===== config.mk =====
export PLATFORM = sky130hd
export DESIGN_NAME = depth_tile_coverage_map_top
export DESIGN_NICKNAME = d
export VERILOG_FILES = /design/src/design/dtcm_pkg.sv /design/src/design/dtcm_ram.sv /design/src/design/dtcm_ctrl.sv /design/src/design/dtcm_datapath.sv /design/src/design/depth_tile_coverage_map_top.sv
export SDC_FILE = /design/constraint.sdc
export NUM_CORES = 1
export LEC_CHECK = 0
export ABC_AREA = 1
export BUFFER_PORTS_ARGS = -buffer_cell sky130_fd_sc_hd__buf_2
export CAP_MARGIN = 20
export CORE_MARGIN = 2
export CORE_UTILIZATION = 45
export CTS_CLUSTER_SIZE = 20
export DETAILED_ROUTE_END_ITERATION = 12
export SLEW_MARGIN = 20
export SYNTH_ARGS = -nofsm -noshare
export SYNTH_HDL_FRONTEND = slang
export SYNTH_HIERARCHICAL = 1
export SYNTH_SLANG_ARGS = --single-unit

===== constraint.sdc =====
create_clock -name aclk -period 4.2 [get_ports aclk]
set_clock_uncertainty 0.15 [all_clocks]
set_input_delay 0.84 -clock aclk [delete_from_list [all_inputs] [get_ports aclk]]
set_output_delay 0.84 -clock aclk [all_outputs]
set_load 0.01 [all_outputs]

===== src/design/dtcm_pkg.sv =====
// Package with sizes, tables and control types of the depth tile coverage map.
`timescale 1ns / 1ps

package dtcm_pkg;

    // Frame and tile geometry.
    localparam int FRAME_WIDTH  = 640;
    localparam int FRAME_HEIGHT = 480;
    localparam int TILE_WIDTH   = 10;
    localparam int TILE_HEIGHT  = 20;

    localparam int MAX_TILES  = 64;
    localparam int LEVEL_STEP = 25;
    localparam int LEVEL_MAX  = 8;
    localparam int COUNT_MAX  = 255;

    localparam int NUM_TILES = ((FRAME_WIDTH / TILE_WIDTH) > MAX_TILES) ? MAX_TILES
                                                                          : (FRAME_WIDTH / TILE_WIDTH);
    localparam int NUM_BANDS     = FRAME_HEIGHT / TILE_HEIGHT;
    localparam int LAST_BAND_ROW = NUM_BANDS * TILE_HEIGHT - 1;
    localparam bit EMIT_ON       = (NUM_TILES > 0) && (NUM_BANDS > 0);

    // Field and counter widths.
    localparam int DEPTH_W  = 16;
    localparam int LEVEL_W  = 4;
    localparam int SYMBOL_W = 7;
    localparam int COUNT_W  = 8;
    localparam int COL_W    = (FRAME_WIDTH > 1) ? $clog2(FRAME_WIDTH) : 1;
    localparam int ROW_W    = (FRAME_HEIGHT > 1) ? $clog2(FRAME_HEIGHT) : 1;
    localparam int OFF_W    = (TILE_WIDTH > 1) ? $clog2(TILE_WIDTH) : 1;
    localparam int BROW_W   = (TILE_HEIGHT > 1) ? $clog2(TILE_HEIGHT) : 1;
    localparam int RAM_DEPTH = (NUM_TILES > 0) ? NUM_TILES : 1;
    localparam int TILE_AW  = (RAM_DEPTH > 1) ? $clog2(RAM_DEPTH) : 1;

    localparam logic [DEPTH_W-1:0] NEAR_LIMIT_RESET = 16'd1000;

    // ASCII ramp indexed by coverage level.
    localparam logic [SYMBOL_W-1:0] LEVEL_RAMP [0:LEVEL_MAX] = '{
        7'h20, 7'h2E, 7'h3A, 7'h6E, 7'h68, 7'h42, 7'h58, 7'h57, 7'h57
    };

    // Coverage level: count divided by the level step, saturated at the top level.
    function automatic logic [LEVEL_W-1:0] level_of(input logic [COUNT_W-1:0] count);
        logic [LEVEL_W-1:0] lvl;
        lvl = '0;
        for (int k = 1; k <= LEVEL_MAX; k++) begin
            if (int'(count) >= k * LEVEL_STEP) begin
                lvl = LEVEL_W'(k);
            end
        end
        return lvl;
    endfunction

    // Commands from the controller to the datapath.
    typedef struct packed {
        logic take;      // pixel transaction this cycle
        logic emit_sel;  // tile store read port serves the emission sweep
        logic out_load;  // load the result register from the tile store
    } dtcm_cmd_t;

    // Status from the datapath to the controller.
    typedef struct packed {
        logic emit_row;  // pixel on offer closes a band and starts emission
        logic emit_done; // result on show is the last tile of the band
    } dtcm_status_t;

endpackage


===== src/design/dtcm_ram.sv =====
// Generic single-write, single-read RAM with registered read data.
`timescale 1ns / 1ps

module dtcm_ram #(
    parameter int WIDTH = 8,
    parameter int DEPTH = 64
) (
    input  logic                                      aclk,
    input  logic                                      wr_en,
    input  logic [((DEPTH > 1) ? $clog2(DEPTH) : 1)-1:0] wr_addr,
    input  logic [WIDTH-1:0]                          wr_data,
    input  logic [((DEPTH > 1) ? $clog2(DEPTH) : 1)-1:0] rd_addr,
    output logic [WIDTH-1:0]                          rd_data
);

    logic [WIDTH-1:0] mem_reg [0:DEPTH-1];
    logic [WIDTH-1:0] rd_data_reg;

    // Write port and registered read port; a read at the written address returns old data.
    always_ff @(posedge aclk) begin
        if (wr_en) begin
            mem_reg[wr_addr] <= wr_data;
        end
        rd_data_reg <= mem_reg[rd_addr];
    end

    assign rd_data = rd_data_reg;

endmodule


===== src/design/dtcm_ctrl.sv =====
// Controller that alternates between pixel counting and the per-band result sweep.
`timescale 1ns / 1ps

module dtcm_ctrl (
    input  logic                  aclk,
    input  logic                  aresetn,
    input  logic                  s_valid,
    output logic                  s_ready,
    output logic                  m_valid,
    input  logic                  m_ready,
    input  dtcm_pkg::dtcm_status_t status,
    output dtcm_pkg::dtcm_cmd_t    cmd
);

    typedef enum logic [1:0] {
        ST_RUN,
        ST_READ,
        ST_LOAD,
        ST_WAIT
    } state_t;

    state_t state_reg, state_next;
    logic   s_ready_reg, s_ready_next;
    logic   m_valid_reg, m_valid_next;

    // Next state: a band-closing pixel starts the sweep, the last tile ends it.
    always_comb begin
        state_next = state_reg;
        unique case (state_reg)
            ST_RUN: begin
                if (s_ready_reg && s_valid && status.emit_row) begin
                    state_next = ST_READ;
                end
            end
            ST_READ: begin
                state_next = ST_LOAD;
            end
            ST_LOAD: begin
                state_next = ST_WAIT;
            end
            ST_WAIT: begin
                if (m_ready) begin
                    state_next = status.emit_done ? ST_RUN : ST_LOAD;
                end
            end
            default: begin
                state_next = ST_RUN;
            end
        endcase
        s_ready_next = (state_next == ST_RUN);
        m_valid_next = (state_next == ST_WAIT);
    end

    // State and registered handshake outputs.
    always_ff @(posedge aclk) begin
        if (!aresetn) begin
            state_reg   <= ST_RUN;
            s_ready_reg <= 1'b0;
            m_valid_reg <= 1'b0;
        end else begin
            state_reg   <= state_next;
            s_ready_reg <= s_ready_next;
            m_valid_reg <= m_valid_next;
        end
    end

    // Commands to the datapath.
    always_comb begin
        cmd.take     = s_ready_reg && s_valid;
        cmd.emit_sel = (state_reg != ST_RUN);
        cmd.out_load = (state_reg == ST_LOAD);
    end

    assign s_ready = s_ready_reg;
    assign m_valid = m_valid_reg;

endmodule


===== src/design/dtcm_datapath.sv =====
// Datapath: raster position, tile accumulator, tile store and result register.
`timescale 1ns / 1ps

module dtcm_datapath (
    input  logic                                  aclk,
    input  logic                                  aresetn,
    input  logic                                  cfg_wr_en,
    input  logic [dtcm_pkg::DEPTH_W-1:0]          cfg_wr_data,
    input  logic [dtcm_pkg::DEPTH_W-1:0]          s_depth,
    input  dtcm_pkg::dtcm_cmd_t                   cmd,
    output dtcm_pkg::dtcm_status_t                status,
    output logic [dtcm_pkg::LEVEL_W-1:0]          m_level,
    output logic [dtcm_pkg::SYMBOL_W-1:0]         m_symbol,
    output logic                                  m_band_last,
    output logic                                  m_frame_last
);

    logic [dtcm_pkg::DEPTH_W-1:0]  near_limit_reg;
    logic [dtcm_pkg::COL_W-1:0]    col_reg;
    logic [dtcm_pkg::OFF_W-1:0]    off_reg;
    logic [dtcm_pkg::TILE_AW-1:0]  tile_reg;
    logic                          in_tile_reg;
    logic [dtcm_pkg::ROW_W-1:0]    row_reg;
    logic [dtcm_pkg::BROW_W-1:0]   brow_reg;
    logic [dtcm_pkg::COUNT_W-1:0]  acc_reg;
    logic [dtcm_pkg::TILE_AW-1:0]  emit_idx_reg;
    logic                          final_band_reg;
    logic                          byp_reg;
    logic [dtcm_pkg::COUNT_W-1:0]  byp_data_reg;
    logic [dtcm_pkg::LEVEL_W-1:0]  level_reg;
    logic [dtcm_pkg::SYMBOL_W-1:0] symbol_reg;
    logic                          band_last_reg;
    logic                          frame_last_reg;

    logic                          row_end;
    logic                          tile_end;
    logic                          tile_is_last;
    logic                          band_row_end;
    logic                          emit_is_last;
    logic [dtcm_pkg::TILE_AW-1:0]  next_tile;
    logic                          hit;
    logic [dtcm_pkg::COUNT_W-1:0]  base;
    logic [dtcm_pkg::COUNT_W-1:0]  sum;
    logic                          wr_en;
    logic [dtcm_pkg::TILE_AW-1:0]  rd_addr;
    logic [dtcm_pkg::COUNT_W-1:0]  ram_q;
    logic [dtcm_pkg::COUNT_W-1:0]  rd_eff;
    logic [dtcm_pkg::LEVEL_W-1:0]  lvl;

    // Position decodes.
    assign row_end      = (col_reg == dtcm_pkg::COL_W'(dtcm_pkg::FRAME_WIDTH - 1));
    assign tile_end     = (off_reg == dtcm_pkg::OFF_W'(dtcm_pkg::TILE_WIDTH - 1));
    assign tile_is_last = (tile_reg == dtcm_pkg::TILE_AW'(dtcm_pkg::NUM_TILES - 1));
    assign band_row_end = (brow_reg == dtcm_pkg::BROW_W'(dtcm_pkg::TILE_HEIGHT - 1));
    assign emit_is_last = (emit_idx_reg == dtcm_pkg::TILE_AW'(dtcm_pkg::NUM_TILES - 1));
    assign next_tile    = (row_end || tile_is_last) ? '0 : tile_reg + 1'b1;

    // Read data with forwarding of a write that went to the address read in the same cycle.
    assign rd_eff = byp_reg ? byp_data_reg : ram_q;

    // Covered-pixel test and saturating tile accumulation; band start rows begin at zero.
    always_comb begin
        hit = in_tile_reg && (s_depth != '0) && (s_depth < near_limit_reg);
        if (off_reg != '0) begin
            base = acc_reg;
        end else if (brow_reg == '0) begin
            base = '0;
        end else begin
            base = rd_eff;
        end
        if (base == dtcm_pkg::COUNT_W'(dtcm_pkg::COUNT_MAX)) begin
            sum = base;
        end else begin
            sum = base + dtcm_pkg::COUNT_W'(hit);
        end
    end

    assign wr_en = cmd.take && in_tile_reg && tile_end;

    // Read address: the sweep index, or the tile that the next pixel will open.
    always_comb begin
        if (cmd.emit_sel) begin
            rd_addr = emit_idx_reg;
        end else if (cmd.take) begin
            rd_addr = next_tile;
        end else begin
            rd_addr = tile_reg;
        end
    end

    dtcm_ram #(
        .WIDTH (dtcm_pkg::COUNT_W),
        .DEPTH (dtcm_pkg::RAM_DEPTH)
    ) u_tile_ram (
        .aclk    (aclk),
        .wr_en   (wr_en),
        .wr_addr (tile_reg),
        .wr_data (sum),
        .rd_addr (rd_addr),
        .rd_data (ram_q)
    );

    // Near limit register.
    always_ff @(posedge aclk) begin
        if (!aresetn) begin
            near_limit_reg <= dtcm_pkg::NEAR_LIMIT_RESET;
        end else if (cfg_wr_en) begin
            near_limit_reg <= cfg_wr_data;
        end
    end

    // Raster position counters, advanced on each pixel transaction.
    always_ff @(posedge aclk) begin
        if (!aresetn) begin
            col_reg     <= '0;
            off_reg     <= '0;
            tile_reg    <= '0;
            in_tile_reg <= (dtcm_pkg::NUM_TILES > 0);
            row_reg     <= '0;
            brow_reg    <= '0;
        end else if (cmd.take) begin
            if (row_end) begin
                col_reg     <= '0;
                off_reg     <= '0;
                tile_reg    <= '0;
                in_tile_reg <= (dtcm_pkg::NUM_TILES > 0);
                if (row_reg == dtcm_pkg::ROW_W'(dtcm_pkg::FRAME_HEIGHT - 1)) begin
                    row_reg  <= '0;
                    brow_reg <= '0;
                end else begin
                    row_reg  <= row_reg + 1'b1;
                    brow_reg <= band_row_end ? '0 : brow_reg + 1'b1;
                end
            end else begin
                col_reg <= col_reg + 1'b1;
                if (tile_end) begin
                    off_reg <= '0;
                    if (tile_is_last) begin
                        in_tile_reg <= 1'b0;
                    end else begin
                        tile_reg <= tile_reg + 1'b1;
                    end
                end else begin
                    off_reg <= off_reg + 1'b1;
                end
            end
        end
    end

    // Accumulator, forwarding register and band flag.
    always_ff @(posedge aclk) begin
        byp_reg      <= wr_en && (tile_reg == rd_addr);
        byp_data_reg <= sum;
        if (cmd.take) begin
            acc_reg <= sum;
            if (row_end) begin
                final_band_reg <= (row_reg == dtcm_pkg::ROW_W'(dtcm_pkg::LAST_BAND_ROW));
            end
        end
    end

    // Sweep index over the tiles.
    always_ff @(posedge aclk) begin
        if (!aresetn) begin
            emit_idx_reg <= '0;
        end else if (cmd.take) begin
            emit_idx_reg <= '0;
        end else if (cmd.out_load && !emit_is_last) begin
            emit_idx_reg <= emit_idx_reg + 1'b1;
        end
    end

    // Result register.
    assign lvl = dtcm_pkg::level_of(rd_eff);

    always_ff @(posedge aclk) begin
        if (cmd.out_load) begin
            level_reg      <= lvl;
            symbol_reg     <= dtcm_pkg::LEVEL_RAMP[lvl];
            band_last_reg  <= emit_is_last;
            frame_last_reg <= emit_is_last && final_band_reg;
        end
    end

    // Status to the controller.
    always_comb begin
        status.emit_row  = dtcm_pkg::EMIT_ON && row_end && band_row_end;
        status.emit_done = band_last_reg;
    end

    assign m_level      = level_reg;
    assign m_symbol     = symbol_reg;
    assign m_band_last  = band_last_reg;
    assign m_frame_last = frame_last_reg;

endmodule


===== src/design/depth_tile_coverage_map_top.sv =====
// Top level of the depth tile coverage map: controller, datapath and tile store.
// Counting takes one pixel per cycle while s_ready is high; a tile's row count is written
// with its last pixel. After the last pixel of each band the input stalls while the tiles
// are read out of the tile store one at a time: each result is loaded into the result
// register and held until m_ready takes it, and input resumes after the band's last tile.
// Synchronous active-low reset clears position and control state and sets near_limit to 1000.
`timescale 1ns / 1ps

module depth_tile_coverage_map_top (
    input  logic                               aclk,
    input  logic                               aresetn,
    input  logic                               cfg_wr_en,
    input  logic [dtcm_pkg::DEPTH_W-1:0]       cfg_wr_data,
    input  logic                               s_valid,
    output logic                               s_ready,
    input  logic [dtcm_pkg::DEPTH_W-1:0]       s_depth,
    output logic                               m_valid,
    input  logic                               m_ready,
    output logic [dtcm_pkg::LEVEL_W-1:0]       m_level,
    output logic [dtcm_pkg::SYMBOL_W-1:0]      m_symbol,
    output logic                               m_band_last,
    output logic                               m_frame_last
);

    dtcm_pkg::dtcm_cmd_t    cmd;
    dtcm_pkg::dtcm_status_t status;

    dtcm_ctrl u_ctrl (
        .aclk    (aclk),
        .aresetn (aresetn),
        .s_valid (s_valid),
        .s_ready (s_ready),
        .m_valid (m_valid),
        .m_ready (m_ready),
        .status  (status),
        .cmd     (cmd)
    );

    dtcm_datapath u_datapath (
        .aclk         (aclk),
        .aresetn      (aresetn),
        .cfg_wr_en    (cfg_wr_en),
        .cfg_wr_data  (cfg_wr_data),
        .s_depth      (s_depth),
        .cmd          (cmd),
        .status       (status),
        .m_level      (m_level),
        .m_symbol     (m_symbol),
        .m_band_last  (m_band_last),
        .m_frame_last (m_frame_last)
    );

endmodule


* After elaboration in Yosys (flattened, before gate mapping) *
Memory sizes are Yosys's and may differ from the RTL's. A register that Yosys moved wholly into a read port is not among the register bits.
Cells that the tools add are included.

cells by class
  $lt $le $gt $ge = 9
  reductions and logical operators = 24
  bitwise logic cells = 2
  multiplexer cells = 33
  add/subtract/negate cells = 7
  equality and inequality tests = 13

operator list
  operator                 count
  $mux W6                  6
  $mux W8                  4
  $ge A8 B7 Y1 const B     3
  $ge A8 B8 Y1 const B     3
  $lt A16 B16 Y1           1
  $reduce_bool A16 Y1      1
  $add A6 B1 Y6 const B    2
  $eq A6 B6 Y1 const B     2
  $mux W3                  4
  $mux W4                  3
  $add A10 B1 Y10 const B  1
  $eq A10 B10 Y1 const B   1
  $logic_and A1 B1 Y1      10
  $mux W10                 1
  $mux W2                  5
  $mux W5                  2
  $add A9 B1 Y9 const B    1
  $eq A9 B9 Y1 const B     1
  $mux W9                  1
  $add A8 B1 Y8            1
  $eq A8 B8 Y1 const B     1
  $ge A8 B5 Y1 const B     1
  $ge A8 B6 Y1 const B     1
  $pmux W2 S4              1
  20 further kinds         31

word-level totals
  flip-flop bits (word level) = 85
  RAM bits = 512
  memory bits (read-only) = 112
  output and inout bits = 15
  logic and storage cells = 108
  input port bits = 37
  memories = 2

memories
  name                           depth  width  read ports  clocked after Yosys merged registers in  write ports  line                  source
  u_datapath.u_tile_ram.mem_reg  64     8      1           1                                        1            dtcm_ram.sv:16        logic [WIDTH-1:0] mem_reg [0:DEPTH-1];
  (name not given)               16     7      1           1                                        0            dtcm_datapath.sv:179  symbol_reg <= dtcm_pkg::LEVEL_RAMP[lvl];

* Logic depth before layout (Yosys ltp) *
  depth in word-level cells = 11
  gate-level depth with buffers = 21
  gate-level depth less buffers = 17

* Cells and area by module *
The synthesis kept the hierarchy.

by module, submodules not included
  module         area an instance (um^2)  cells each  times used  sequential area each (um^2)
  dtcm_ram       21339.2                  1805        1           15534.9
  dtcm_datapath  5038.6                   686         1           1981.9
  dtcm_ctrl      157.7                    23          1           80.1

* Least setup slack after synthesis *
No wires, ideal clock.

  path type = input to register
  from = input port s_depth[3] in the netlist's numbering
  to = register u_datapath/acc_reg[6] in the netlist's numbering, data pin
  path slack = 0.437 ns
  data required time = 3.442 ns
  library setup time = 0.608 ns
  buffers on the path = 0
  arrival = 3.005 ns
  cell stages on the path = 13
  cells stage by stage = ha_1 -> a21oi_1 -> o21ai_0 -> nand4_1 -> nand2_1 -> nand3_1 -> nand2_1 -> nor2_1 -> ha_1 -> ha_1 -> inv_1 -> o21ai_0 -> nand3b_1

between the ends
  cells in the longest elaborated chain, start to end = 5
  elaborated cells on any way between the ends = 6
  those cells by class = 1 x add/sub; 1 x order compare; 1 x mux; 3 x reduce/logical

ends and longest elaborated chain
  element                                                 line                               source
  start, declared                                         depth_tile_coverage_map_top.sv:16  input logic [dtcm_pkg::DEPTH_W-1:0] s_depth,
  branches (longest 2 deep; another with $lt A16 B16 Y1)  n/a
  $logic_and A1 B1 Y1 *                                   dtcm_datapath.sv:63                hit = in_tile_reg && (s_depth != '0) && (s_depth < near_limit_reg);
  $add A8 B1 Y8 *                                         dtcm_datapath.sv:74                sum = base + dtcm_pkg::COUNT_W'(hit);
  $mux W8 *                                               dtcm_datapath.sv:71                if (base == dtcm_pkg::COUNT_W'(dtcm_pkg::COUNT_MAX)) begin
  net u_datapath.sum, one bit                             dtcm_datapath.sv:43                logic [dtcm_pkg::COUNT_W-1:0] sum;
  end signal, assigned                                    dtcm_datapath.sv:155               acc_reg <= sum;
  end, declared                                           dtcm_datapath.sv:25                logic [dtcm_pkg::COUNT_W-1:0] acc_reg;

Mark *: on every way through the listed nets, which the timed path passes.
A chain may end at the register's enable or synchronous reset.

==> results.toml <==
[place]
dpl.cell_count = 3285
place_congestion = 0.846
dp_hpwl_um = 39200
io_buffers = 51

[sta]
rsz0062_at_grt = "no"
hold_viol = 0
slew_violations = 0
slew_headroom = 0.429
hold_slack_ns = 0.311
worstMarginPinSlew_ns = 0.856
max_freq_ghz = 0.288
fin_crit_sh = 0.827
setup_viol = 0
totalNegativeSetupSlack_ns = 0
period_minus_slack_ns = 3.47

[logic_synthesis]
syn-num-nets = 2577
synth_area_leaders = "edfxtp_1 (60%), nand2_1 (11%), nand3_1 (9.2%)"
synth_cell_types = 47
synth_top_area_frac = 0.604
synth_area_mm2 = 0.0265
ys_warn_count = 6
seq_area_frac_synth = 0.663
synth_top_area_cell = "edfxtp_1"
ys_seq_elements = 612
syn_inst = 2514
syn_avg_cell_area_um2 = 10.6

[global_route]
grt_pass1_wl_um = 101000
overflow = 0
gr-usage-all-layers = 0.216
grt_pass1_vias = 17700
antenna_found_initial = 1
grt_max_degree = 97

[clock_tree]
cts_root_buffer = "clkbuf_16"
cts_max_level = 3
postCtsSetupBuffers = 0
post_cts_resized = 0
cts_tree = "yes"
cts_inserted_buffers = 67
clockBufferDepth = 3
path_clk_slew_ns = 0.06
cts_hold_buf = 0
clkSinkCount = 612
clk_latency_ns = 0.59

[routing]
ant_nets = 0
drt_iter0_drc = 1554
vias = 18400
first_pass_iters = 6
drcViolationCount = 0
wirelength_um = 65100
drt-vias-per-instance = 5.41
wl_per_cell_um = 19.1

[floorplanning]
die-height_um = 247
initial_core_util = 0.452
fp-row-count = 89
core_area_mm2 = 0.0587
dieArea_mm2 = 0.0609
die_width_um = 247
io_pins = 52

[layout]
layout.cells.non_filler = 3405
drive_above_1_share = 0.111
largest_register_ffs = 512
antenna_cells = 0
fin_nets = 2644
finish.utilization = 0.509
area_growth_pct = 12.6

[worst_setup_path]
crit_type = "reg -> reg"
critical_path.endpoint_type = "register"
worstPathRequired_ns = 4.26
start_kind = "register"
crit_arrival_ns = 3.54
crit_fanout = 14

[power]
vdd_ir_drop_max_mv = 0.495
power.leakage_nw = 11.4
fin_total_pwr_mw = 18.5
pwr_density_cell_mw_per_mm2 = 621

[outcome]
status = "finished, final reports clean"

[worst_hold_path]
hold_class = "reg -> reg"

[job]
drv_cap = 0
[per-layer routing]
layer  up-vias  global-route usage  part of all wire
met1      8896               0.296              0.44
li1       8815                   -                 -
met5         -                   0           0.00012
met4         2              0.0656             0.024
met2       619               0.353              0.47
met3       106              0.0381             0.066
[layout make-up]
cell class	instances	area (um2)
sequential	612	17600
timing repair buffer	127	1010
clock inverter	26	231
multi-input combinational	1652	7610
clock buffer	94	1990
inverter	121	469
fill	5180	28800
tap	773	967
[kinds of logic after synthesis]
family	after synthesis	synth area share
xor gates and xnor gates	8	0.00264
and+or+nand+nor	1498	0.246
adders and majority gates	26	0.0123
AOI/OAI and AO/OA	120	0.0252
buffers and inverters	250	0.0510
DFF	612	0.663
[placed cells by master (no fill, tap or decap), types with 26 or more instances in the layout]
| cell | instances |
|---|---|
| dfxtp_1 | 78 |
| a21oi_1 | 52 |
| buf_4 | 61 |
| buf_2 | 51 |
| o21ai_0 | 42 |
| nor2_1 | 125 |
| nand4_1 | 26 |
| clkbuf_16 | 73 |
| inv_1 | 106 |
| ha_1 | 26 |
| edfxtp_1 | 534 |
| nand2_1 | 782 |
| nand3_1 | 487 |
[power by group]
part,internal (mW),total [mW],switching (mW)
Combinational,1.63,5.70,4.07
Clock,3.54,5.86,2.32
Sequential,6.93,6.98,0.0534
Total,12.1,18.5,6.45
[per-stage QoR]
step | setup slack [ns] | area, um2
after global placement | 0.372 | 27700
after CTS | 0.850 | 29900
after detailed placement | 0.299 | 27700
after floorplan | 0.437 | 26500
final | 0.727 | 29900
after global routing | 0.517 | 29900
[cells in the mapped netlist, drive strengths merged]
master,n
nor3,16
nor2,137
o21ai,56
nand4,28
inv,119
o21bai,1
buf,108
a21oi,54
o31ai,1
nand3,492
and3,1
xnor2,4
nand2,800
o22ai,2
ha,26
nor3b,4
a211oi,1
o211a,1
nor4,13
xor2,4
and2,1
edfxtp,534
o21a,3
or2,2
clkbuf,21
dfxtp,78
clkinv,2
a21o,1
nand3b,4
[critical path: stages (launching register included)]
cell     delay [ns]
dfxtp_1        0.32
nand2_1        0.11
inv_1          0.10
buf_4          0.19
nand2_1        0.07
nor2_1         0.46
nand4_1        0.76
nor2_1         0.92
[path summary, 6_finish.rpt]
kind	slack [ns]	end	cells after the start	start
worst min register to register	0.31	u_datapath/near_limit_reg[15]	2	u_datapath/near_limit_reg[15]
worst max register to register	0.73	u_datapath/u_tile_ram/mem_reg[8][4]	7	u_ctrl/s_ready
worst max-delay path	0.73	u_datapath/u_tile_ram/mem_reg[8][4]	7	u_ctrl/s_ready
worst min-delay path	0.31	u_datapath/near_limit_reg[15]	2	u_datapath/near_limit_reg[15]
Power figures use the tool's default switching activity.
